$ cat src/sv/rcd_pkg.sv
// Package for the chunk-stream deframer: header constants, chunk size limits
// and the result record. It depends on nothing else.
package rcd_pkg;

  // Basic header classification on the top two bits.
  localparam logic [7:0] KIND_MASK  = 8'hC0;
  localparam logic [7:0] KIND_LONG  = 8'h00;
  localparam logic [7:0] KIND_SHORT = 8'h40;

  // Message header sizes and the positions of the fields that are kept.
  localparam logic [3:0] HDR_LONG_SIZE  = 4'd11;
  localparam logic [3:0] HDR_SHORT_SIZE = 4'd7;
  localparam logic [3:0] LEN_FIRST_IDX  = 4'd3;
  localparam logic [3:0] LEN_LAST_IDX   = 4'd5;
  localparam logic [3:0] TYPE_IDX       = 4'd6;

  // Chunk size register limits.
  localparam int unsigned CHUNK_W = 13;
  localparam logic [CHUNK_W-1:0] CHUNK_MAX   = 13'd4096;
  localparam logic [CHUNK_W-1:0] CHUNK_MIN   = 13'd1;
  localparam logic [CHUNK_W-1:0] CHUNK_RESET = 13'd128;

  // One deframed payload byte with its message context.
  typedef struct packed {
    logic [7:0]  payload_byte;
    logic [7:0]  message_type;
    logic [23:0] message_length;
    logic        last_of_message;
  } result_t;

endpackage

$ cat src/sv/rtmp_chunk_deframer.sv
// Top level of the chunk-stream deframer: parser, result queue and output
// register. Depends on rcd_pkg, rcd_front, rcd_queue and rcd_back.
//
// Usage: received stream bytes enter on in_valid/in_byte, one transaction per
// byte; the block raises in_stall only when its result queue is full.
// Deframed payload bytes leave on out_valid with payload_byte, message_type,
// message_length and last_of_message; the receiver holds a transaction with
// out_stall and the payload stays put until it is taken.
// Headers, unknown basic header bytes and continuation bytes are consumed
// without a result. The user must write the chunk size register with
// cfg_write and cfg_data only while the block is idle; the block itself
// does not enforce this. 0 acts as 1 and values above 4096 act as 4096.
// Throughput: one byte per cycle while in_stall is low.
// A payload byte is written into the queue and then loaded into the output
// register before it is presented on out_valid.
// While the receiver stalls, the queue (QUEUE_DEPTH entries) plus the output
// register absorb results before in_stall rises.
// Reset (rst, synchronous) empties the queue, returns the parser to waiting
// for a basic header and sets the chunk size to 128.
module rtmp_chunk_deframer #(
  parameter int unsigned QUEUE_DEPTH = 4
) (
  input  logic                         clk,
  input  logic                         rst,
  input  logic                         cfg_write,
  input  logic [rcd_pkg::CHUNK_W-1:0]  cfg_data,
  input  logic                         in_valid,
  output logic                         in_stall,
  input  logic [7:0]                   in_byte,
  output logic                         out_valid,
  input  logic                         out_stall,
  output logic [7:0]                   payload_byte,
  output logic [7:0]                   message_type,
  output logic [23:0]                  message_length,
  output logic                         last_of_message
);

  rcd_pkg::result_t       push_data;
  rcd_pkg::result_t       pop_data;
  rcd_pkg::result_t       out_data;
  logic                   q_push;
  logic                   q_pop;
  logic                   q_full;
  logic                   q_empty;
  logic                   accept;

  // Bytes are taken whenever the queue has room.
  assign in_stall = q_full;
  assign accept   = in_valid && !q_full;

  rcd_front u_front (
    .clk       (clk),
    .rst       (rst),
    .cfg_write (cfg_write),
    .cfg_data  (cfg_data),
    .accept    (accept),
    .in_byte   (in_byte),
    .push      (q_push),
    .push_data (push_data)
  );

  rcd_queue #(
    .DEPTH (QUEUE_DEPTH)
  ) u_queue (
    .clk       (clk),
    .rst       (rst),
    .push      (q_push),
    .push_data (push_data),
    .pop       (q_pop),
    .pop_data  (pop_data),
    .full      (q_full),
    .empty     (q_empty)
  );

  rcd_back u_back (
    .clk       (clk),
    .rst       (rst),
    .empty     (q_empty),
    .pop_data  (pop_data),
    .pop       (q_pop),
    .out_stall (out_stall),
    .out_valid (out_valid),
    .out_data  (out_data)
  );

  assign payload_byte    = out_data.payload_byte;
  assign message_type    = out_data.message_type;
  assign message_length  = out_data.message_length;
  assign last_of_message = out_data.last_of_message;

  // The parser never writes into a full queue.
  a_no_overflow: assert property (@(posedge clk) disable iff (rst)
    q_push |-> !q_full)
    else $error("result written into a full queue");

  // The output stage never reads an empty queue.
  a_no_underflow: assert property (@(posedge clk) disable iff (rst)
    q_pop |-> !q_empty)
    else $error("result read from an empty queue");

  // A waiting result reaches the output register once it is free.
  a_drain: assert property (@(posedge clk) disable iff (rst)
    (!q_empty && (!out_valid || !out_stall)) |=> out_valid)
    else $error("queued result not moved to the output");

  // A result pushed into an empty queue with a free output reaches out_valid.
  a_latency: assert property (@(posedge clk) disable iff (rst)
    (q_push && q_empty && !out_valid) |=> ##1 out_valid)
    else $error("result latency exceeded");

endmodule

$ cat src/sv/rcd_front.sv
// Front end of the deframer: the chunk size register and the byte parser
// that classifies each received byte. Depends on rcd_pkg.
module rcd_front (
  input  logic                          clk,
  input  logic                          rst,
  input  logic                          cfg_write,
  input  logic [rcd_pkg::CHUNK_W-1:0]   cfg_data,
  input  logic                          accept,
  input  logic [7:0]                    in_byte,
  output logic                          push,
  output rcd_pkg::result_t              push_data
);

  typedef enum logic [1:0] {
    IDLE,
    HEADER,
    PAYLOAD,
    SKIP
  } phase_t;

  phase_t                       phase, phase_next;
  logic [rcd_pkg::CHUNK_W-1:0]  chunk_size;
  logic [3:0]                   hdr_count, hdr_count_next;
  logic                         hdr_long, hdr_long_next;
  logic [23:0]                  msg_length, msg_length_next;
  logic [7:0]                   msg_type, msg_type_next;
  logic [23:0]                  remaining, remaining_next;
  logic [rcd_pkg::CHUNK_W-1:0]  chunk_count, chunk_count_next;
  logic [rcd_pkg::CHUNK_W-1:0]  eff_chunk;
  logic [rcd_pkg::CHUNK_W-1:0]  chunk_inc;
  logic [3:0]                   hdr_inc;
  logic [3:0]                   hdr_size;
  logic [7:0]                   kind;
  logic                         last;

  // Clamp the programmed chunk size into its legal range.
  always_comb begin
    if (chunk_size == '0) begin
      eff_chunk = rcd_pkg::CHUNK_MIN;
    end else if (chunk_size > rcd_pkg::CHUNK_MAX) begin
      eff_chunk = rcd_pkg::CHUNK_MAX;
    end else begin
      eff_chunk = chunk_size;
    end
  end

  assign kind      = in_byte & rcd_pkg::KIND_MASK;
  assign hdr_inc   = hdr_count + 4'd1;
  assign hdr_size  = hdr_long ? rcd_pkg::HDR_LONG_SIZE : rcd_pkg::HDR_SHORT_SIZE;
  assign chunk_inc = chunk_count + 13'd1;
  assign last      = (remaining <= 24'd1);

  // Classify the byte and work out the next parser state.
  always_comb begin
    phase_next       = phase;
    hdr_count_next   = hdr_count;
    hdr_long_next    = hdr_long;
    msg_length_next  = msg_length;
    msg_type_next    = msg_type;
    remaining_next   = remaining;
    chunk_count_next = chunk_count;
    push             = 1'b0;
    case (phase)
      IDLE: begin
        if (kind == rcd_pkg::KIND_LONG || kind == rcd_pkg::KIND_SHORT) begin
          hdr_long_next   = (kind == rcd_pkg::KIND_LONG);
          hdr_count_next  = 4'd0;
          msg_length_next = 24'd0;
          msg_type_next   = 8'd0;
          phase_next      = HEADER;
        end
      end
      HEADER: begin
        if (hdr_count >= rcd_pkg::LEN_FIRST_IDX && hdr_count <= rcd_pkg::LEN_LAST_IDX) begin
          msg_length_next = {msg_length[15:0], in_byte};
        end else if (hdr_count == rcd_pkg::TYPE_IDX) begin
          msg_type_next = in_byte;
        end
        hdr_count_next = hdr_inc;
        if (hdr_inc >= hdr_size) begin
          chunk_count_next = '0;
          remaining_next   = msg_length_next;
          phase_next       = (msg_length_next == 24'd0) ? IDLE : PAYLOAD;
        end
      end
      PAYLOAD: begin
        push           = accept;
        remaining_next = remaining - 24'd1;
        if (last) begin
          phase_next = IDLE;
        end else if (chunk_inc >= eff_chunk) begin
          chunk_count_next = '0;
          phase_next       = SKIP;
        end else begin
          chunk_count_next = chunk_inc;
        end
      end
      SKIP: begin
        // The continuation byte is dropped without a check.
        phase_next = PAYLOAD;
      end
      default: begin
        phase_next = IDLE;
      end
    endcase
  end

  // The result record carries the current message context.
  assign push_data.payload_byte    = in_byte;
  assign push_data.message_type    = msg_type;
  assign push_data.message_length  = msg_length;
  assign push_data.last_of_message = last;

  // Parser state and the configuration register.
  always_ff @(posedge clk) begin
    if (rst) begin
      phase      <= IDLE;
      chunk_size <= rcd_pkg::CHUNK_RESET;
    end else begin
      if (cfg_write) begin
        chunk_size <= cfg_data;
      end
      if (accept) begin
        phase <= phase_next;
      end
    end
  end

  // Message context registers follow the accepted bytes.
  always_ff @(posedge clk) begin
    if (accept) begin
      hdr_count   <= hdr_count_next;
      hdr_long    <= hdr_long_next;
      msg_length  <= msg_length_next;
      msg_type    <= msg_type_next;
      remaining   <= remaining_next;
      chunk_count <= chunk_count_next;
    end
  end

endmodule

$ cat src/sv/rcd_queue.sv
// Short result queue between the parser and the output stage.
// Depends on rcd_pkg for the result record.
module rcd_queue #(
  parameter int unsigned DEPTH = 4
) (
  input  logic             clk,
  input  logic             rst,
  input  logic             push,
  input  rcd_pkg::result_t push_data,
  input  logic             pop,
  output rcd_pkg::result_t pop_data,
  output logic             full,
  output logic             empty
);

  localparam int unsigned PTR_W = $clog2(DEPTH);
  localparam int unsigned CNT_W = $clog2(DEPTH + 1);
  localparam logic [PTR_W-1:0] PTR_LAST = PTR_W'(DEPTH - 1);
  localparam logic [CNT_W-1:0] CNT_FULL = CNT_W'(DEPTH);

  rcd_pkg::result_t  entries [DEPTH];
  logic [PTR_W-1:0]  wr_ptr;
  logic [PTR_W-1:0]  rd_ptr;
  logic [CNT_W-1:0]  count;

  assign full     = (count == CNT_FULL);
  assign empty    = (count == '0);
  assign pop_data = entries[rd_ptr];

  // Pointers and fill level.
  always_ff @(posedge clk) begin
    if (rst) begin
      wr_ptr <= '0;
      rd_ptr <= '0;
      count  <= '0;
    end else begin
      if (push) begin
        wr_ptr <= (wr_ptr == PTR_LAST) ? '0 : wr_ptr + 1'b1;
      end
      if (pop) begin
        rd_ptr <= (rd_ptr == PTR_LAST) ? '0 : rd_ptr + 1'b1;
      end
      if (push && !pop) begin
        count <= count + 1'b1;
      end else if (pop && !push) begin
        count <= count - 1'b1;
      end
    end
  end

  // Entry storage.
  always_ff @(posedge clk) begin
    if (push) begin
      entries[wr_ptr] <= push_data;
    end
  end

endmodule

$ cat src/sv/rcd_back.sv
// Output stage of the deframer: a result register that drains the queue
// and holds a transaction while the receiver stalls. Depends on rcd_pkg.
module rcd_back (
  input  logic             clk,
  input  logic             rst,
  input  logic             empty,
  input  rcd_pkg::result_t pop_data,
  output logic             pop,
  input  logic             out_stall,
  output logic             out_valid,
  output rcd_pkg::result_t out_data
);

  // Load a new result whenever the register is free or being taken.
  assign pop = !empty && (!out_valid || !out_stall);

  always_ff @(posedge clk) begin
    if (rst) begin
      out_valid <= 1'b0;
    end else if (!out_valid || !out_stall) begin
      out_valid <= !empty;
    end
  end

  always_ff @(posedge clk) begin
    if (pop) begin
      out_data <= pop_data;
    end
  end

endmodule
$ cat config.mk
export PLATFORM = sky130hd
export DESIGN_NAME = rtmp_chunk_deframer
export DESIGN_NICKNAME = d
export VERILOG_FILES = /design/src/sv/rcd_pkg.sv /design/src/sv/rtmp_chunk_deframer.sv /design/src/sv/rcd_front.sv /design/src/sv/rcd_queue.sv /design/src/sv/rcd_back.sv
export SDC_FILE = /design/constraint.sdc
export NUM_CORES = 1
export LEC_CHECK = 0
export BUFFER_PORTS_ARGS = -buffer_cell sky130_fd_sc_hd__buf_2
export CAP_MARGIN = 30
export CORE_MARGIN = 3
export CORE_UTILIZATION = 46
export CTS_BUF_LIST = sky130_fd_sc_hd__clkbuf_4 sky130_fd_sc_hd__clkbuf_8
export DETAILED_ROUTE_END_ITERATION = 8
export PLACE_DENSITY = 0.62
export SYNTH_ARGS = -nofsm -noshare
export SYNTH_HDL_FRONTEND = slang
export SYNTH_SLANG_ARGS = --single-unit
$ cat constraint.sdc
create_clock -name clk -period 4.41 [get_ports clk]
set_input_delay 0.882 -clock clk [delete_from_list [all_inputs] [get_ports clk]]
set_output_delay 0.882 -clock clk [all_outputs]
set_load 0.02 [all_outputs]
== Word level (Yosys, flattened, before mapping) ==
Memories as Yosys holds them, arrays and structs flattened. A register that Yosys moved wholly into a read port is not among the register bits.
Cells that the tools add are included.
Cells by class
  add/subtract/negate cells: 7
  equal/unequal tests: 14
  muxes and demuxes: 32
  $lt $le $gt $ge: 6
  reductions and logical operators: 27
Operators with widths (count)
  two-way mux 24 bit: 4
  case mux 24 bit (2 select lines): 2
  two-way mux 13 bit: 5
  case mux 13 bit (2 select lines): 1
  less-or-equal comparator 24 x 1 -> 1 bit (second input constant): 1
  logical NOT 24 bit: 1
  two-way mux 8 bit: 3
  subtractor 24 x 1 -> 24 bit (second input constant): 1
  case mux 8 bit (2 select lines): 1
  two-way mux 2 bit: 7
  adder 13 x 1 -> 13 bit (second input constant): 1
  greater-or-equal comparator 13 bit: 1
  greater-than comparator 13 bit (second input constant): 1
  logical NOT 13 bit: 1
  AND reduction 3 bit: 3
  equality test 2 bit (second input constant): 4
  logical NOT 8 bit: 1
  two-way mux 4 bit: 2
  case mux 2 bit (4 select lines): 1
  case mux 4 bit (2 select lines): 1
  AND reduction 4 bit: 2
  logical NOT 1 bit: 6
  two-way mux 3 bit: 2
  != test 2 x 1 -> 1 bit (second input constant): 3
  19 further kinds: 31
Storage, ports and cells
  output and inout port bits: 43
  bits of input ports: 26
  register bits after elaboration: 97
  memory bits (writable): 164
  memories: 1
  word-level logic and storage cells: 99
Memory list
  u_queue.entries: depth 4, bits a word 41, rd ports 1, clocked after memory_dff 1, write ports 1, RTL line rcd_queue.sv:21  | rcd_pkg::result_t entries [DEPTH];

== Longest topological paths before layout ==
Gate-level depths: netlist of the first run.
  word-level depth: 8
  gate-level depth with buffers: 12
  depth with buffers taken out: 12

== Cells and area by module ==
Synthesis of the first run repeated with hierarchy kept, for this count alone.
Unflattened totals
  cells, all modules: 759
  area total of the unflattened synthesis: 12644.6 um2
Modules (own cells, without submodules)
  rcd_queue: cells an instance 259, sequential area each 5104.9 um2, instances 1, area an instance 6407.4 um2
  rcd_front: cells an instance 454, sequential area each 2522.4 um2, instances 1, area an instance 4954.8 um2
  rcd_back: cells an instance 45, sequential area each 1251.2 um2, instances 1, area an instance 1268.7 um2
  rtmp_chunk_deframer: cells an instance 1, sequential area each 0.0 um2, instances 1, area an instance 13.8 um2

== Least setup slack after synthesis of the first run ==
Ideal clock, no wire load.
  path kind: input to register
  start: input in_byte[7]
  end: register u_front.msg_type[0] (enable)
  setup time: 0.385 ns
  path slack: 0.787 ns
  cell stages on the path: 3
  required time: 4.025 ns
  data arrival time: 3.238 ns
  cell sequence: nand2b_1 -> a21oi_1 -> a21boi_0
Between the ends
  longest elaborated chain between the ends: 4
Ends and longest elaborated chain
  from (decl): RTL line rtmp_chunk_deframer.sv:29  | input logic [7:0] in_byte,
  logical NOT 8 bit / equality test 2 x 1 -> 1 bit (equally long branches): RTL line rcd_front.sv:65  | if (kind == rcd_pkg::KIND_LONG || kind == rcd_pkg::KIND_SHORT) begin
  logical OR 1 bit *: RTL line rcd_front.sv:65
  != test 2 x 1 -> 1 bit (no line) *
  AND reduction 5 bit (no line) *
  to (signal assigned): RTL line rcd_front.sv:135  | msg_type <= msg_type_next;
  to (decl): RTL line rcd_front.sv:26  | logic [7:0] msg_type, msg_type_next;
Mark *: on every way between the ends. The rest lies on a longest branch, timed or not.
A chain may end at the register's enable or synchronous reset.

== Worst setup path in the final report of the first run ==
  start: register u_front.chunk_count[0] in the netlist's numbering
  end: register u_front.phase[0]
Between the ends
  longest elaborated chain between the ends: 4
Ends and longest elaborated chain
  from (decl): RTL line rcd_front.sv:28  | logic [rcd_pkg::CHUNK_W-1:0] chunk_count, chunk_count_next;
  from (signal assigned): RTL line rcd_front.sv:137  | chunk_count <= chunk_count_next;
  adder 13 x 1 -> 13 bit: RTL line rcd_front.sv:50  | assign chunk_inc = chunk_count + 13'd1;
  via u_front.chunk_inc (one bit): RTL line rcd_front.sv:30  | logic [rcd_pkg::CHUNK_W-1:0] chunk_inc;
  greater-or-equal comparator 13 bit: RTL line rcd_front.sv:91  | end else if (chunk_inc >= eff_chunk) begin
  != test 3 x 1 -> 1 bit (no line)
  AND reduction 4 bit (no line)
  to (signal assigned): RTL line rcd_front.sv:124  | phase <= phase_next;
  to (decl): RTL line rcd_front.sv:21  | phase_t phase, phase_next;
The timed path passes the listed nets, and every way through them passes these cells.

==> key figures, run 1 <==
Global route
  • GR peak layer: met2
  • Global Route met3 Usage: 3.47%
  • Largest net degree at the start of global routing: 42
  • GRT Resource Usage Total: 16.5%
  • Global-route wire length before repair: 37,600 um
  • Met1 GRT Util: between 20 and 25%
  • Initial antenna violation count: 1
  • Gr ovfl total: 0
  • Number of global-route vias before repair: between 6,000 and 7,000
  • Global routing usage on met2: 26.8%

Placed design
  • Port bufs: 68
  • Post-Place Cells: 1,130
  • DP Area: 13,400 um2
  • Placer Congestion: ~0.8
  • Hpwl dp: 15,600 um

Power and ir drop
  • Clk pwr share: between 20% and 30%
  • P_sw: 2.20 mW
  • Gate power share: 20.8%
  • Pwr Total: about 7.7 mW
  • Peak VDD IR: 250 uV
  • Power Dens Cells: ~540 nW/um2
  • Leak Pwr: 4.90 nW
  • Power share of the sequential group: about half
  • Internal power: 5.53 mW
  • Switching Fraction: 28.5%

Finish
  • Commonest non-fill, non-tap cell in the layout: edfxtp_1
  • Area Growth Syn to Fin: 14.1%
  • Number of diodes: 0
  • Nets: 904
  • Final Non-Filler Cells: 1,216
  • # fillers: 2,081
  • Final instance area: approximately 14,000 um2
  • Most frequent cells in the layout: edfxtp_1 (279), buf_2 (68), mux2i_1 (60)
  • Layout cells sized above 1: between 20% and 30%

Yosys
  • Most used DFF post-synth: edfxtp_1
  • Post-Synth Adder-Cell Area: about 3.5%
  • Synth Area in Compound Gates: 1.89%
  • Synth Instances: ~740
  • Post-synth ARST share: 0%
  • Post-Syn Nets: 796
  • Library cells used by synthesis: 48
  • Mux share of post-synthesis cell area: 12.2%
  • Post-synthesis sequential area ratio: a little over two thirds
  • Synth Warn #: 0
  • Post-synth EDFFs: 279
  • #FFs+latches synth: 302
  • XOR/XNOR Fraction of Synth Area: 2.51%
  • Fraction of the mapped netlist area in simple logic gates: under 10%
  • Main combinational cell family by area after synthesis: multiplexers
  • Mapped cell area: approximately 13,000 um2
  • Mapped Avg Cell Area: 17.0 um2

Route
  • Routed Antenna Nets: 0
  • Total number of vias: 6,583
  • Residual DRC: 0
  • Pre-antenna DRT Iters: 4
  • DRT iter0 DRCs: around 480
  • Drt via density: between 5 and 6
  • Total Wirelength: 23,800 um
  • Post-DR wirelength/cell: a little under 20 um

Floorplanning
  • Core ar.: 26,400 um2
  • Die area: 29,300 um2
  • Die X: 171 um
  • Rows: 59
  • Initial Utilization: between 40% and 50%
  • Io pins: 69
  • Height of the die: 171 um

CTS
  • CTS Buf Count: 47
  • Clock Path Buffers: 3
  • # resized after CTS: 0
  • CTS root buffer: clkbuf_8
  • Post-CTS setup buffers: 0
  • CTS clk-pin slew, worst paths: 0.06 ns
  • H-tree depth: 2
  • Clock Sinks: 302
  • CTS tree: done
  • Skew-Pair Late Insertion Delay: around 0.55 ns
  • Cts hold-fix bufs: 0

Timing
  • Max Freq: 304 MHz
  • Relative slew margins: 40.6%
  • Clock Skew: 0.0163 ns
  • Setup TNS: 0 ns
  • Max Slew Vio Count: 0
  • Tightest Pin Transition: approximately 0.9 ns
  • Fin crit share: around three quarters
  • RSZ-0062 raised after global routing: no
  • Fin. Hold Viols: 0
  • Setup violators final: 0
  • Tmin final: 3.29 ns

Worst setup path
  • Most used cell, CP: ha_1
  • Crit start category: register
  • Critical path arrival: 3.76 ns
  • CP cell instances: ha_1 > nand2_1 > nor2_1 > and3_1 > xor2_1 > ha_1 > nand3_1 > o221ai_1 > a21oi_1 > o21ai_0 > buf_4 > o21bai_1 > a211oi_1
  • Worst reg2reg path depth: 13
  • Slowest stage delay, CP: 0.70 ns
  • WP data required: 4.88 ns
  • CP Capture Type: register
  • R2r endpoint: u_front.phase[0]
  • Critical path class: register to register
  • R2R Setup Slk: 1.12 ns
  • Worst path slowest cell: o21ai_0
  • Worst reg2reg path startpoint: u_front.chunk_count[0]
  • CP Max Fanout: 8

Worst hold path
  • Min-delay src: u_back.out_valid
  • Hold path cells: 2
  • Worst Hold Endpoint: u_back.out_valid
  • HP Class: register to register

Outcome
  • Status: finished clean

Flow run
  • Max Cap Violations: 0
worst max path at each step:
stage | from | to | slack [ns] | depth (start not counted)
2_1_floorplan | in_byte[7] | u_front.msg_type[0] | 0.79 | 3
3_3_place_gp | u_front.chunk_count[0] | u_front.phase[0] | 1.30 | 13
3_5_place_dp | u_front.chunk_count[0] | u_front.phase[0] | 1.13 | 13
4_1_cts | u_front.chunk_count[0] | u_front.phase[0] | 1.11 | 13
5_1_grt | u_front.chunk_count[0] | u_front.phase[0] | 0.77 | 13
6_report | u_front.chunk_count[0] | u_front.phase[0] | 1.12 | 13
cell usage after synthesis, types with 3 or more instances:
| library cell | instances | share of area [%] |
|---|---|---|
| nor4_1 | 13 | 0.65 |
| a21oi_1 | 13 | 0.52 |
| nor3_1 | 7 | 0.28 |
| nand3_1 | 8 | 0.32 |
| and3_1 | 5 | 0.25 |
| ha_1 | 33 | 3.3 |
| and2_1 | 15 | 0.75 |
| clkbuf_1 | 19 | 0.57 |
| nand2b_1 | 4 | 0.20 |
| a211oi_1 | 3 | 0.18 |
| dfxtp_1 | 23 | 3.7 |
| inv_1 | 16 | 0.48 |
| nor2_1 | 46 | 1.4 |
| buf_1 | 4 | 0.12 |
| xor2_1 | 22 | 1.5 |
| nand2_1 | 27 | 0.81 |
| or3_2 | 3 | 0.18 |
| edfxtp_1 | 279 | 67 |
| xnor2_1 | 14 | 0.98 |
| a21o_1 | 3 | 0.18 |
| nor2b_1 | 38 | 1.9 |
| mux4_2 | 41 | 7.4 |
| o21ai_0 | 3 | 0.12 |
| or3_1 | 5 | 0.25 |
| mux2i_1 | 60 | 4.8 |
per-stage QoR:
| stage | utilization, % | hold slack (ns) | worst slack, ns |
|---|---|---|---|
| final | 54.1 | 0.472 | 1.12 |
| after global routing | 54.1 | 0.491 | 0.771 |
| after global placement | 50.4 | 0.450 | 1.30 |
| after floorplan | - | 0.459 | 0.787 |
| after CTS | 54.1 | 0.473 | 1.11 |
| after detailed placement | 50.6 | 0.468 | 1.13 |
sequential cells by signal, summed over array words and instances, names as in the netlist:
register             flops
u_back.out_data         41
u_back.out_valid         1
u_front.chunk_count     13
u_front.chunk_size      13
u_front.hdr_count        4
u_front.hdr_long         1
u_front.msg_length      24
u_front.msg_type         8
u_front.phase            2
u_front.remaining       24
u_queue.count            3
u_queue.entries        164
u_queue.rd_ptr           2
u_queue.wr_ptr           2
power by group through the flow:
stage	combinational (mW)	sequential [mW]	clock, mW
floorplan	0.884	4.11	0
global placement	1.60	3.87	0
detailed placement	1.64	3.89	0
CTS	1.65	3.83	2.36
global route	1.76	3.88	2.49
finish	1.61	3.83	2.29
cell families after synthesis:
group | after synthesis
adders and majority gates | 34
xor gates and xnor gates | 36
buffers and inverters | 41
AOI/OAI and AO/OA | 36
muxes | 102
DFF | 302
and+or+nand+nor | 185
per-layer routing:
layer / wire (um) / vias to the layer above
li1: - / 3051
met1: 10700 / 3350
met2: 11500 / 141
met3: 1160 / 39
met4: 359 / 2
met5: 13 / -
critical path, delay by kind of cell (launching register included):
kind                       cells  cell delay, ns
and+or+nand+nor                4            0.42
AOI/OAI and AO/OA              5            1.29
buffers and inverters          1            0.28
DFF                            1            0.47
xor gates and xnor gates       1            0.16
adders and majority gates      2            0.59
final cells by class:
type | instances | area (um2) | share of cell area, %
clock buffer | 67 | 853 | 5.97
tap | 335 | 419 | 2.93
multi-input combinational | 393 | 3560 | 24.9
sequential | 302 | 8840 | 61.8
clock inverter | 19 | 88.8 | 0.621
inverter | 16 | 60.1 | 0.420
timing repair buffer | 84 | 480 | 3.36
Note: power is estimated with default switching activity, not from simulation.
==> inputs of run 2 (changes only) <==
PLACE_DENSITY = 0.64   (was 0.62)
clock period = 2.9 ns   (was 4.41 ns; I/O delays follow)
==> key figures, run 2 (synthesis gave the netlist of run 1 again) <==
Route
  • Total number of vias: 6,499 (-1.3%)
  • Total Wirelength: 24,000 um (+1.0%)
  • Post-DR wirelength/cell: 19.7 um (+0.67%)
  • Drt via density: 5.33 (-1.6%)
  • DRT iter0 DRCs: 503 (+5.2%)
  • Routed Antenna Nets: 0 (unchanged)
  • Pre-antenna DRT Iters: 5 (+1)
  • Residual DRC: 0 (unchanged)

CTS
  • Skew-Pair Late Insertion Delay: 0.56 ns (about the same)
  • CTS tree: done
  • Cts hold-fix bufs: 0 (unchanged)
  • CTS Buf Count: 48 (+2.1%)
  • Clock Path Buffers: 3 (unchanged)
  • CTS root buffer: clkbuf_8
  • Clock Sinks: 302 (unchanged)
  • CTS clk-pin slew, worst paths: 0.06 ns (about the same)
  • H-tree depth: 2 (unchanged)

Floorplanning
  • Height of the die: 171 um (unchanged)
  • Die area: 29,300 um2 (unchanged)
  • Die X: 171 um (unchanged)
  • Rows: 59 (unchanged)
  • Initial Utilization: 47.4% (unchanged)
  • Io pins: 69 (unchanged)
  • Core ar.: 26,400 um2 (unchanged)

Timing
  • Max Slew Vio Count: 0 (unchanged)
  • Tmin final: 2.70 ns (-0.592 ns)
  • Setup violators final: 0 (unchanged)
  • Fin worst setup slack: 0.198 ns (-0.918 ns)
  • Clock Skew: 0.0277 ns (+0.0114 ns)
  • Relative slew margins: 58.9% (+18 points)
  • Fin. Hold Viols: 0 (unchanged)
  • Tightest Pin Transition: 0.616 ns (-0.265 ns)
  • Fin crit share: 93.2% (+18 points)
  • Setup TNS: 0 ns (unchanged)
  • Max Freq: 370 MHz (+22%)

Worst setup path
  • CP Capture Type: register
  • Critical path arrival: 3.19 ns (-0.57 ns)
  • CP Max Fanout: 5 (-3)
  • R2R Setup Slk: 0.20 ns (-0.92 ns)
  • Critical path class: register to register
  • Worst reg2reg path startpoint: u_front.chunk_count[0]
  • WP data required: 3.39 ns (-1.49 ns)
  • Worst reg2reg path depth: 12 (-1)
  • R2r endpoint: u_front.phase[1]
  • Crit start category: register

Power and ir drop
  • Peak VDD IR: 398 uV (+59%)
  • Switching Fraction: 28.8% (+0.30 points)
  • P_sw: 3.34 mW (+52%)
  • Gate power share: 21.3% (+0.5 points)
  • Power Dens Cells: 809 nW/um2 (+50%)
  • Leak Pwr: 4.90 nW (about the same)
  • Clk pwr share: 28.4% (-1.3 points)
  • Power share of the sequential group: 50.3% (+0.7 points)
  • Internal power: 8.27 mW (+49%)

Finish
  • Multi-input logic area: 3580 um2 (+0.46%)
  • Number of diodes: 0 (unchanged)
  • Total area of sequential cells: 8840 um2 (unchanged)
  • Area Growth Syn to Fin: 14.5%
  • Max reg flops: 164 (unchanged)
  • Commonest non-fill, non-tap cell in the layout: edfxtp_1
  • Layout cells sized above 1: 25.4% (+0.57 points)
  • # fillers: 2,078 (-0.14%)
  • Top Registers: u_queue.entries x164, u_back.out_data x41
  • Final instance area: 14,400 um2 (+0.36%)
  • Final core occ: 54.3% (+0.19 points)
  • Most frequent cells in the layout: edfxtp_1 (279), buf_2 (68), mux2i_1 (60)
  • Nets: 912 (+0.88%)
  • Reg with most FFs: u_queue.entries

Global route
  • Gr ovfl total: 0 (unchanged)
  • Number of global-route vias before repair: 6,877 (+0.72%)
  • Global-route wire length before repair: 38,000 um (+1.1%)
  • Largest net degree at the start of global routing: 42 (unchanged)
  • GRT Resource Usage Total: 16.7% (+0.11 points)
  • Initial antenna violation count: 0 (-1)

Placed design
  • Hpwl dp: 15,100 um (-3.3%)
  • Setup slack at placement: 0.0577 ns (-1.07 ns)
  • Placer Congestion: 0.814 (+1.8%)
  • DP Area: 13,500 um2 (+0.69%)
  • Port bufs: 68 (unchanged)

Worst hold path
  • Hold path cells: 2 (unchanged)
  • Worst Hold Endpoint: u_front.chunk_size[7]
  • Min-delay src: cfg_data[7]
  • HP Class: input port to register

Outcome
  • Status: finished clean

Flow run
  • Max Cap Violations: 0 (unchanged)
[run 2: timing repair]
action	4_1_cts	5_1_grt
endpoints found under the setup margin	0	9
setup buffers	0	2
resized for setup	0	5
[run 2: through the flow]
| step | hold slack (ns) | std cells | power (mW) |
|---|---|---|---|
| 2_1_floorplan | 0.459 | 736 | 7.59 |
| 3_3_place_gp | 0.451 | 1135 | 8.36 |
| 3_5_place_dp | 0.462 | 1135 | 8.44 |
| 4_1_cts | 0.183 | 1218 | 11.8 |
| 5_1_grt | 0.196 | 1220 | 12.2 |
| 6_report | 0.224 | 1220 | 11.6 |
[run 2: worst max path at each step]
stage / startpoint / end / slack [ns] / cells after the start
global placement: u_front.chunk_count[2] / u_front.phase[1] / 0.25 / 12
global route: u_front.chunk_count[0] / u_front.phase[1] / -0.004 / 12
floorplan: u_front.phase[0] / u_front.msg_type[0] / 0.13 / 5
CTS: u_front.chunk_count[0] / u_front.phase[1] / 0.03 / 12
finish: u_front.chunk_count[0] / u_front.phase[1] / 0.20 / 12
detailed placement: u_front.chunk_count[0] / u_front.phase[1] / 0.06 / 12
[run 2: area by class of cell]
type                       count  share of cell area, %
inverter                      16                  0.418
sequential                   302                   61.6
clock inverter                20                  0.671
clock buffer                  63                   5.39
multi-input combinational    393                   24.9
timing repair buffer          91                   4.10
tap                          335                   2.92
[run 2: per-layer routing]
| layer | track usage [%] | vias up | routed length (um) |
|---|---|---|---|
| li1 | - | 3063 | - |
| met2 | 28.5 | 135 | 12000 |
| met3 | 3.37 | 26 | 1150 |
| met1 | 22.0 | 3275 | 10500 |
| met5 | 0 | - | 0 |
| met4 | 4.34 | 0 | 348 |
[run 2: power groups by stage]
stage,combinational [mW],clock (mW),sequential (mW)
final,2.47,3.29,5.84
after global routing,2.69,3.61,5.91
after floorplan,1.35,0,6.24
after global placement,2.46,0,5.90
after CTS,2.52,3.40,5.85
after detailed placement,2.51,0,5.93
[run 2: critical path, stage by stage (launching register included)]
cell	delay (ns)
edfxtp_1	0.42
ha_2	0.23
nand2_1	0.06
nor2_1	0.16
and3_1	0.23
and3_1	0.23
xor2_2	0.19
ha_1	0.27
a211oi_1	0.21
o21ai_1	0.14
buf_4	0.17
o21bai_2	0.14
mux2i_1	0.18
